[src/rtl/core/rse_pkg.sv]
`timescale 1ns / 1ps
`default_nettype none

package rse_pkg;

    // Default build sizes
    localparam int STACK_DEPTH_DEF   = 16;
    localparam int FRACTION_BITS_DEF = 16;

    // Saturation bounds of a stacked value
    localparam logic signed [31:0] VAL_MAX = 32'sh7FFF_FFFF;
    localparam logic signed [31:0] VAL_MIN = 32'sh8000_0000;

    // Character codes
    localparam logic [7:0] CH_ZERO  = 8'h30;
    localparam logic [7:0] CH_NINE  = 8'h39;
    localparam logic [7:0] CH_SLASH = 8'h2F;
    localparam logic [7:0] CH_STAR  = 8'h2A;
    localparam logic [7:0] CH_PLUS  = 8'h2B;
    localparam logic [7:0] CH_MINUS = 8'h2D;
    localparam logic [7:0] CH_SPACE = 8'h20;

    typedef enum logic [2:0] {
        ST_OK       = 3'd0,
        ST_BAD_CHAR = 3'd1,
        ST_MISSING  = 3'd2,
        ST_LEFTOVER = 3'd3,
        ST_OVERFLOW = 3'd4,
        ST_DIV_ZERO = 3'd5
    } t_status;

    typedef enum logic [1:0] {
        CLS_START = 2'd0,
        CLS_TOKEN = 2'd1,
        CLS_SPACE = 2'd2
    } t_class;

    typedef enum logic [1:0] {
        OP_ADD = 2'd0,
        OP_SUB = 2'd1,
        OP_MUL = 2'd2,
        OP_DIV = 2'd3
    } t_alu_op;

    typedef enum logic [2:0] {
        SEQ_IDLE,
        SEQ_DECODE,
        SEQ_READ_B,
        SEQ_READ_A,
        SEQ_WAIT,
        SEQ_FINISH,
        SEQ_EMIT
    } t_seq_state;

    typedef enum logic [1:0] {
        ALU_IDLE,
        ALU_LOOP,
        ALU_SIGN,
        ALU_SAT
    } t_alu_state;

    typedef struct packed {
        logic [7:0] char_code;
        logic       is_last;
    } t_in;

    typedef struct packed {
        logic signed [31:0] value;
        t_status            status;
    } t_out;

    typedef struct packed {
        logic               start;
        t_alu_op            op;
        logic signed [31:0] a;
        logic signed [31:0] b;
    } t_alu_req;

    typedef struct packed {
        logic               done;
        logic signed [31:0] result;
    } t_alu_rsp;

endpackage

`default_nettype wire

[src/rtl/core/rse_alu.sv]
`timescale 1ns / 1ps
`default_nettype none

module rse_alu #(
    parameter int FRACTION_BITS = rse_pkg::FRACTION_BITS_DEF
) (
    input  wire logic              i_clk,
    input  wire logic              i_rst_n,
    input  wire rse_pkg::t_alu_req i_req,
    output rse_pkg::t_alu_rsp      o_rsp
);

    localparam int DIV_STEPS = 32 + FRACTION_BITS;
    localparam int CNT_W     = $clog2(DIV_STEPS);

    rse_pkg::t_alu_state r_state, n_state;
    rse_pkg::t_alu_op    r_op, n_op;
    logic [31:0]         r_x, n_x;
    logic [31:0]         r_hi, n_hi;
    logic [63:0]         r_lo, n_lo;
    logic [CNT_W-1:0]    r_cnt, n_cnt;
    logic                r_neg, n_neg;
    logic signed [64:0]  r_fix, n_fix;
    logic signed [31:0]  r_res, n_res;
    logic                r_done, n_done;

    logic [32:0]        add_p, add_q, add_sum;
    logic               add_sub;
    logic [31:0]        abs_a, abs_b;
    logic [63:0]        mag;
    logic signed [64:0] mag_s, signed_val;
    logic [33:0]        fix_top;

    // Shared 33-bit adder
    assign add_sum = add_p + (add_q ^ {33{add_sub}}) + 33'(add_sub);

    assign abs_a = i_req.a[31] ? 32'(-i_req.a) : 32'(i_req.a);
    assign abs_b = i_req.b[31] ? 32'(-i_req.b) : 32'(i_req.b);

    // Sign the finished magnitude
    assign mag        = (r_op == rse_pkg::OP_MUL) ? {r_hi, r_lo[31:0]} : r_lo;
    assign mag_s      = $signed({1'b0, mag});
    assign signed_val = r_neg ? -mag_s : mag_s;
    assign fix_top    = r_fix[64:31];

    // Advance the sequencer
    always_comb begin
        n_state = r_state;
        case (r_state)
            rse_pkg::ALU_IDLE: begin
                if (i_req.start) begin
                    if (i_req.op == rse_pkg::OP_ADD || i_req.op == rse_pkg::OP_SUB) begin
                        n_state = rse_pkg::ALU_SAT;
                    end else begin
                        n_state = rse_pkg::ALU_LOOP;
                    end
                end
            end
            rse_pkg::ALU_LOOP: begin
                if (r_cnt == '0) begin
                    n_state = rse_pkg::ALU_SIGN;
                end
            end
            rse_pkg::ALU_SIGN: n_state = rse_pkg::ALU_SAT;
            rse_pkg::ALU_SAT:  n_state = rse_pkg::ALU_IDLE;
            default:           n_state = rse_pkg::ALU_IDLE;
        endcase
    end

    // Drive the datapath
    always_comb begin
        n_op    = r_op;
        n_x     = r_x;
        n_hi    = r_hi;
        n_lo    = r_lo;
        n_cnt   = r_cnt;
        n_neg   = r_neg;
        n_fix   = r_fix;
        n_res   = r_res;
        n_done  = 1'b0;
        add_p   = '0;
        add_q   = '0;
        add_sub = 1'b0;
        case (r_state)
            rse_pkg::ALU_IDLE: begin
                add_p   = {i_req.a[31], i_req.a};
                add_q   = {i_req.b[31], i_req.b};
                add_sub = (i_req.op == rse_pkg::OP_SUB);
                if (i_req.start) begin
                    n_op  = i_req.op;
                    n_hi  = '0;
                    n_neg = i_req.a[31] ^ i_req.b[31];
                    n_fix = {{32{add_sum[32]}}, add_sum};
                    if (i_req.op == rse_pkg::OP_MUL) begin
                        n_x   = abs_a;
                        n_lo  = {32'd0, abs_b};
                        n_cnt = CNT_W'(31);
                    end else begin
                        n_x   = abs_b;
                        n_lo  = {abs_a, 32'd0};
                        n_cnt = CNT_W'(DIV_STEPS - 1);
                    end
                end
            end
            rse_pkg::ALU_LOOP: begin
                n_cnt = r_cnt - CNT_W'(1);
                if (r_op == rse_pkg::OP_MUL) begin
                    // Shift-add one multiplier bit
                    add_p = {1'b0, r_hi};
                    add_q = r_lo[0] ? {1'b0, r_x} : 33'd0;
                    n_hi  = add_sum[32:1];
                    n_lo  = {r_lo[63:32], add_sum[0], r_lo[31:1]};
                end else begin
                    // Restoring step: one quotient bit
                    add_p   = {r_hi, r_lo[63]};
                    add_q   = {1'b0, r_x};
                    add_sub = 1'b1;
                    n_hi    = add_sum[32] ? add_p[31:0] : add_sum[31:0];
                    n_lo    = {r_lo[62:0], ~add_sum[32]};
                end
            end
            rse_pkg::ALU_SIGN: begin
                if (r_op == rse_pkg::OP_MUL) begin
                    n_fix = signed_val >>> FRACTION_BITS;
                end else begin
                    n_fix = signed_val;
                end
            end
            rse_pkg::ALU_SAT: begin
                n_done = 1'b1;
                if (&fix_top || ~|fix_top) begin
                    n_res = r_fix[31:0];
                end else if (r_fix[64]) begin
                    n_res = rse_pkg::VAL_MIN;
                end else begin
                    n_res = rse_pkg::VAL_MAX;
                end
            end
            default: begin
                n_done = 1'b0;
            end
        endcase
    end

    always_ff @(posedge i_clk) begin
        if (!i_rst_n) begin
            r_state <= rse_pkg::ALU_IDLE;
            r_done  <= 1'b0;
        end else begin
            r_state <= n_state;
            r_done  <= n_done;
        end
        r_op  <= n_op;
        r_x   <= n_x;
        r_hi  <= n_hi;
        r_lo  <= n_lo;
        r_cnt <= n_cnt;
        r_neg <= n_neg;
        r_fix <= n_fix;
        r_res <= n_res;
    end

    assign o_rsp.done   = r_done;
    assign o_rsp.result = r_res;

endmodule

`default_nettype wire

[src/rtl/core/rpn_stack_evaluator_top.sv]
`timescale 1ns / 1ps
`default_nettype none

// Reverse-Polish evaluator taking one ASCII character per transfer: digits push
// d * 2^FRACTION_BITS, operators + - * / combine second-from-top with top, single
// spaces separate tokens, and the character flagged is_last yields one result
// (value in signed fixed point, saturated, with a status code; value is zero on
// any error). A character is worked on alone and o_in_ready stays low until it
// is done; * and / run in the shared iterative unit that does one multiplier
// bit or one quotient bit per cycle. The last character also loads the output
// register; a waiting result does not block the next character.

module rpn_stack_evaluator_top #(
    parameter int STACK_DEPTH   = rse_pkg::STACK_DEPTH_DEF,
    parameter int FRACTION_BITS = rse_pkg::FRACTION_BITS_DEF
) (
    input  wire logic         i_clk,
    input  wire logic         i_rst_n,
    input  wire logic         i_in_valid,
    output logic              o_in_ready,
    input  wire rse_pkg::t_in i_in_data,
    output logic              o_out_valid,
    input  wire logic         i_out_ready,
    output rse_pkg::t_out     o_out_data
);

    localparam int ADDR_W = (STACK_DEPTH > 1) ? $clog2(STACK_DEPTH) : 1;
    localparam int LVL_W  = $clog2(STACK_DEPTH + 1);
    localparam int DIG_W  = 4 + FRACTION_BITS;
    localparam logic [LVL_W-1:0] LVL_DEPTH = LVL_W'(STACK_DEPTH);
    localparam logic [LVL_W-1:0] LVL_ONE   = LVL_W'(1);
    localparam logic [LVL_W-1:0] LVL_TWO   = LVL_W'(2);

    rse_pkg::t_seq_state r_state, n_state;
    logic [7:0]          r_char;
    logic                r_last;
    logic [LVL_W-1:0]    r_level, n_level;
    rse_pkg::t_class     r_class, n_class;
    rse_pkg::t_status    r_err, n_err;
    logic signed [31:0]  r_b, n_b;
    logic signed [31:0]  r_rd_data;
    logic signed [31:0]  r_stack [STACK_DEPTH];
    logic                r_out_valid, n_out_valid;
    rse_pkg::t_out       r_out, n_out;

    logic               wr_en;
    logic [ADDR_W-1:0]  wr_addr, rd_addr;
    logic signed [31:0] wr_data;
    logic               is_space, is_digit, is_op, can_emit;
    logic [DIG_W-1:0]   dig_wide;
    logic signed [31:0] dig_val;
    rse_pkg::t_alu_op   char_op;
    rse_pkg::t_alu_req  alu_req;
    rse_pkg::t_alu_rsp  alu_rsp;

    // Classify the held character
    assign is_space = (r_char == rse_pkg::CH_SPACE);
    assign is_digit = r_char inside {[rse_pkg::CH_ZERO:rse_pkg::CH_NINE]};
    assign is_op    = r_char inside {rse_pkg::CH_PLUS, rse_pkg::CH_MINUS,
                                     rse_pkg::CH_STAR, rse_pkg::CH_SLASH};

    always_comb begin
        case (r_char)
            rse_pkg::CH_PLUS:  char_op = rse_pkg::OP_ADD;
            rse_pkg::CH_MINUS: char_op = rse_pkg::OP_SUB;
            rse_pkg::CH_STAR:  char_op = rse_pkg::OP_MUL;
            default:           char_op = rse_pkg::OP_DIV;
        endcase
    end

    // Scale a digit into fixed point, saturated
    assign dig_wide = DIG_W'(r_char[3:0]) << FRACTION_BITS;
    assign dig_val  = (64'(dig_wide) > 64'(rse_pkg::VAL_MAX)) ? rse_pkg::VAL_MAX
                                                               : 32'(dig_wide);

    assign can_emit = !r_out_valid || i_out_ready;

    rse_alu #(
        .FRACTION_BITS(FRACTION_BITS)
    ) u_alu (
        .i_clk  (i_clk),
        .i_rst_n(i_rst_n),
        .i_req  (alu_req),
        .o_rsp  (alu_rsp)
    );

    // Advance the sequencer
    always_comb begin
        n_state = r_state;
        case (r_state)
            rse_pkg::SEQ_IDLE: begin
                if (i_in_valid) begin
                    n_state = rse_pkg::SEQ_DECODE;
                end
            end
            rse_pkg::SEQ_DECODE: begin
                if (r_err == rse_pkg::ST_OK && !is_space && is_op
                        && r_class != rse_pkg::CLS_TOKEN && r_level >= LVL_TWO) begin
                    n_state = rse_pkg::SEQ_READ_B;
                end else begin
                    n_state = rse_pkg::SEQ_FINISH;
                end
            end
            rse_pkg::SEQ_READ_B: n_state = rse_pkg::SEQ_READ_A;
            rse_pkg::SEQ_READ_A: begin
                if (char_op == rse_pkg::OP_DIV && r_b == '0) begin
                    n_state = rse_pkg::SEQ_FINISH;
                end else begin
                    n_state = rse_pkg::SEQ_WAIT;
                end
            end
            rse_pkg::SEQ_WAIT: begin
                if (alu_rsp.done) begin
                    n_state = rse_pkg::SEQ_FINISH;
                end
            end
            rse_pkg::SEQ_FINISH: begin
                n_state = r_last ? rse_pkg::SEQ_EMIT : rse_pkg::SEQ_IDLE;
            end
            rse_pkg::SEQ_EMIT: begin
                if (can_emit) begin
                    n_state = rse_pkg::SEQ_IDLE;
                end
            end
            default: n_state = rse_pkg::SEQ_IDLE;
        endcase
    end

    // Drive stack, status and output updates
    always_comb begin
        n_level     = r_level;
        n_class     = r_class;
        n_err       = r_err;
        n_b         = r_b;
        n_out       = r_out;
        n_out_valid = r_out_valid && !i_out_ready;
        wr_en       = 1'b0;
        wr_addr     = ADDR_W'(r_level);
        wr_data     = dig_val;
        rd_addr     = '0;
        alu_req     = '0;
        case (r_state)
            rse_pkg::SEQ_DECODE: begin
                if (r_level >= LVL_TWO) begin
                    rd_addr = ADDR_W'(r_level - LVL_ONE);
                end
                if (r_err != rse_pkg::ST_OK) begin
                    n_err = r_err;
                end else if (is_space) begin
                    if (r_class != rse_pkg::CLS_TOKEN || r_last) begin
                        n_err = rse_pkg::ST_BAD_CHAR;
                    end else begin
                        n_class = rse_pkg::CLS_SPACE;
                    end
                end else if (!is_digit && !is_op) begin
                    n_err = rse_pkg::ST_BAD_CHAR;
                end else if (r_class == rse_pkg::CLS_TOKEN) begin
                    n_err = rse_pkg::ST_BAD_CHAR;
                end else begin
                    n_class = rse_pkg::CLS_TOKEN;
                    if (is_digit) begin
                        if (r_level >= LVL_DEPTH) begin
                            n_err = rse_pkg::ST_OVERFLOW;
                        end else begin
                            wr_en   = 1'b1;
                            n_level = r_level + LVL_ONE;
                        end
                    end else if (r_level < LVL_TWO) begin
                        n_err = rse_pkg::ST_MISSING;
                    end
                end
            end
            rse_pkg::SEQ_READ_B: begin
                n_b     = r_rd_data;
                rd_addr = ADDR_W'(r_level - LVL_TWO);
            end
            rse_pkg::SEQ_READ_A: begin
                if (char_op == rse_pkg::OP_DIV && r_b == '0) begin
                    n_err = rse_pkg::ST_DIV_ZERO;
                end else begin
                    alu_req.start = 1'b1;
                    alu_req.op    = char_op;
                    alu_req.a     = r_rd_data;
                    alu_req.b     = r_b;
                end
            end
            rse_pkg::SEQ_WAIT: begin
                wr_addr = ADDR_W'(r_level - LVL_TWO);
                wr_data = alu_rsp.result;
                if (alu_rsp.done) begin
                    wr_en   = 1'b1;
                    n_level = r_level - LVL_ONE;
                end
            end
            rse_pkg::SEQ_EMIT: begin
                if (can_emit) begin
                    n_out_valid = 1'b1;
                    if (r_err != rse_pkg::ST_OK) begin
                        n_out.status = r_err;
                        n_out.value  = '0;
                    end else if (r_level != LVL_ONE) begin
                        n_out.status = rse_pkg::ST_LEFTOVER;
                        n_out.value  = '0;
                    end else begin
                        n_out.status = rse_pkg::ST_OK;
                        n_out.value  = r_rd_data;
                    end
                    n_level = '0;
                    n_class = rse_pkg::CLS_START;
                    n_err   = rse_pkg::ST_OK;
                end
            end
            default: begin
                rd_addr = '0;
            end
        endcase
    end

    // Hold the operand stack
    always_ff @(posedge i_clk) begin
        if (wr_en) begin
            r_stack[wr_addr] <= wr_data;
        end
        r_rd_data <= r_stack[rd_addr];
    end

    always_ff @(posedge i_clk) begin
        if (!i_rst_n) begin
            r_state     <= rse_pkg::SEQ_IDLE;
            r_level     <= '0;
            r_class     <= rse_pkg::CLS_START;
            r_err       <= rse_pkg::ST_OK;
            r_out_valid <= 1'b0;
        end else begin
            r_state     <= n_state;
            r_level     <= n_level;
            r_class     <= n_class;
            r_err       <= n_err;
            r_out_valid <= n_out_valid;
        end
        if (r_state == rse_pkg::SEQ_IDLE && i_in_valid) begin
            r_char <= i_in_data.char_code;
            r_last <= i_in_data.is_last;
        end
        r_b   <= n_b;
        r_out <= n_out;
    end

    assign o_in_ready  = (r_state == rse_pkg::SEQ_IDLE);
    assign o_out_valid = r_out_valid;
    assign o_out_data  = r_out;

endmodule

`default_nettype wire

[config.mk]
export PLATFORM = sky130hd
export DESIGN_NAME = rpn_stack_evaluator_top
export DESIGN_NICKNAME = d
export VERILOG_FILES = /design/src/rtl/core/rse_pkg.sv /design/src/rtl/core/rse_alu.sv /design/src/rtl/core/rpn_stack_evaluator_top.sv
export SDC_FILE = /design/constraint.sdc
export NUM_CORES = 2
export LEC_CHECK = 0
export BUFFER_PORTS_ARGS = -buffer_cell sky130_fd_sc_hd__buf_2
export CAP_MARGIN = 20
export CORE_ASPECT_RATIO = 1.5
export CORE_MARGIN = 2
export CORE_UTILIZATION = 45
export CTS_CLUSTER_DIAMETER = 100
export DETAILED_ROUTE_END_ITERATION = 6
export GPL_TIMING_DRIVEN = 0
export SKIP_CTS_REPAIR_TIMING = 1
export SLEW_MARGIN = 0
export SYNTH_ARGS = -nofsm -noshare
export SYNTH_HDL_FRONTEND = slang
export SYNTH_SLANG_ARGS = --single-unit
[constraint.sdc]
create_clock -name i_clk -period 13.5 [get_ports i_clk]
set_input_delay 2.7 -clock i_clk [delete_from_list [all_inputs] [get_ports i_clk]]
set_output_delay 2.7 -clock i_clk [all_outputs]
set_load 0.1 [all_outputs]
==> out/summary.txt <==
Status - completed
Die W - 255 um
Initial core utilization - 0.453
Nets@finish - 3913
Worst Setup End Kind - register
Setup Skew - 0.0369 ns
WP data arrival - 10.37 ns
Final instance area - 48100 um^2
Final Power - 8.87 mW
Final ANT Viol Nets - 0
Bufs on Longest Clock Path - 3
Final GP Congestion - 1.11
Pleak - 16.5 nW
Area contributors post-synth - edfxtp_1 58%, nand2_1 4.4%, a211oi_1 2.9%, and2_1 2.8%, a21oi_1 2.5%
Critical path type - register to register
Vias in the first global route - 32500
First-pass GRT wire length - 234000 um
Num CTS Buffers - 85
Clk_lat worst skew - 0.70 ns
Clk root buf - clkbuf_16
Worst slack, placed - 4.06 ns
Slew HR - 0.116
Largest net degree at the start of global routing - 37
CTS sink count - 871
# DRC - 0
Pins Over Slew Limit - 0
Setup TNS - 0 ns
Vias/cell - 6.18
Final min period - 9.99 ns
Leading area contributor after synthesis - edfxtp_1
Ports - 50
Syn_area_per_cell - 11.6 um^2
CTS tree - done
Unrepaired setup endpoints after global routing - false
Top_reg_cell synth - edfxtp_1
DR vias - 32100
Mapped Nets - 3751
FILL cells - 8408
Seq. cell area - 25700 um^2
Placed cell area - 45200 um^2
Total gr overflow - 0
Power per Cell Area - 185 nW/um^2
Netlist Area Pre-Place - 42700 um^2
Register area share after synthesis - 0.602
Hold_ws - 0.458 ns
Core area - 94100 um^2
Yosys synthesis warning count - 0
Row cnt - 138
Final Hold Fails - 0
Post-Synthesis Cells - 3691
Clock transition at path regs - 0.07 ns
DP HPWL - 127000 um
Top cell type's share of synthesized area - 0.579
I/O Buffers - 48
DRT Pass-1 Iters - 6
Cells after DPL - 5024
Hold/Removal Path Class - register to register
CTS H-tree lvls - 3
Achievable Freq - 0.100 GHz
Worst vdd ir - 113 uV
Finish-stage setup viols - 0
Area Overhead vs Synth - 12.7%
Post-synth ARST share - 0
Wire per inst - 32.4 um
Finished Layout Cells - 5186
Period utilization - 0.740
Post-synth EDFFs - 822
Crit path required time - 13.88 ns
CP Max Fanout - 10
Die ar. - 97300 um^2
Layout cell share with drive strength beyond 1 - 0.0825
Least-Margin Pin Slew - 1.32 ns
Global Route Usage Sum - 0.340
Fin util - 0.511
Area of the multi-input gates - 16000 um^2
Die Span Y - 381 um
Max-cap viol count - 0
Final wirelength - 168000 um
Initial antenna violation count - 5
CP Launch Type - register
Seq cells post-synth - 871
First DRT Iteration DRCs - 3095
Fin worst setup slack - 3.51 ns
Post-synthesis cell type count - 97
[synthesized netlist by cell type (80+ instances only)]
library cell / instances
a211oi_1: 167
and2_1: 194
a21oi_1: 210
a31oi_1: 80
clkbuf_1: 212
o21ai_0: 194
mux2i_1: 101
nand2_1: 501
edfxtp_1: 822
xor2_1: 90
nor2_1: 199
xnor2_1: 89
[state kept, by name (all words and copies together) (netlist names), 2 cells and up]
signal         count
u_alu.r_lo        64
u_alu.r_res       32
u_alu.r_fix       65
r_b               32
u_alu.r_op         2
o_out_data        35
r_state            3
r_char             8
r_stack          512
r_level            5
r_rd_data         32
u_alu.r_hi        32
u_alu.r_x         32
r_err              3
u_alu.r_cnt        6
r_class            2
u_alu.r_state      2
[routing by layer]
layer  global-route usage  share of wire  vias to the layer above
met1                0.340           0.33                    15800
met4                0.270          0.092                        6
li1                     -              -                    14200
met3               0.0559          0.061                      566
met5                    0        0.00018                        -
met2                0.624           0.52                     1496
[cells by family (layout without fill, tap and decap cells)]
kind of cell    Yosys count  after routing  synth area share
fa+ha+maj                47             47            0.0140
flops                   871            871             0.602
buf+inv                 289            523            0.0274
simple gates           1149           1149             0.128
xor+xnor                180            180            0.0371
other cells               0              1                 0
mux                     131            131            0.0316
compound gates         1024           1024             0.161
[layout by cell type, fill, tap and decap left out, types with 17 or more instances in the layout]
cell type,Yosys,final
o22ai_1,21,21
ha_1,46,45
a21o_1,53,53
inv_1,34,33
buf_2,13,62
nand2_1,501,501
clkbuf_16,0,89
nor4_1,18,18
o31ai_1,27,27
clkinv_1,3,20
nand3_1,33,33
a22oi_1,37,37
nor2_1,199,182
mux2_2,30,30
o211ai_1,22,22
nor2_4,0,17
nand2b_1,17,17
a21oi_1,210,209
and2_1,194,193
a211oi_1,167,167
nand4_1,24,24
dfxtp_1,49,49
xnor2_1,89,89
edfxtp_1,822,822
a22o_1,32,32
a311oi_1,68,68
o21ai_0,194,192
buf_1,19,20
xor2_1,90,90
or3_1,28,28
nor3_1,48,48
a31oi_1,80,80
clkbuf_1,212,228
mux2i_1,101,101
[report_power, final]
group / total, mW / leakage, nW / switching (mW) / internal [mW]
logic: 2.85 / 7.24 / 2.06 / 0.795
registers: 3.53 / 7.88 / 0.250 / 3.28
clock network: 2.49 / 1.40 / 1.10 / 1.39
[final cells by class]
| type | instances | share of cell area |
|---|---|---|
| Antenna cell | 1 | 0.0000521 |
| Buffer | 251 | 0.0214 |
| Clock buffer | 113 | 0.0497 |
| Clock inverter | 46 | 0.00992 |
| Inverter | 38 | 0.00297 |
| Multi-Input combinational cell | 2531 | 0.333 |
| Sequential cell | 871 | 0.534 |
| Tap cell | 1260 | 0.0328 |
| Timing Repair Buffer | 75 | 0.0166 |
[critical path, cell delays in order, from the launching register on]
cell,delay [ns]
edfxtp_1,0.82
nand2b_1,0.20
clkbuf_8,0.22
clkbuf_1,0.77
clkbuf_1,0.81
clkbuf_1,0.63
clkbuf_1,0.62
buf_1,0.74
mux2i_1,0.26
o21ai_0,0.11
ha_1,0.31
clkbuf_1,0.42
a21oi_1,0.81
o221ai_1,0.33
nor4b_2,1.12
o41ai_1,0.33
a221oi_2,0.32
xor2_1,0.53
o21ai_1,0.28
[final timing paths]
| path | startpoint | endpoint | cells past startpoint | slack [ns] |
|---|---|---|---|---|
| max reg2reg | u_alu.r_op[0] | u_alu.r_fix[29] | 18 | 3.51 |
| max | u_alu.r_op[0] | u_alu.r_fix[29] | 18 | 3.51 |
| min | r_class[1] | r_class[1] | 2 | 0.46 |
| min reg2reg | r_class[1] | r_class[1] | 2 | 0.46 |
Note: power is estimated with default switching activity, not from simulation.
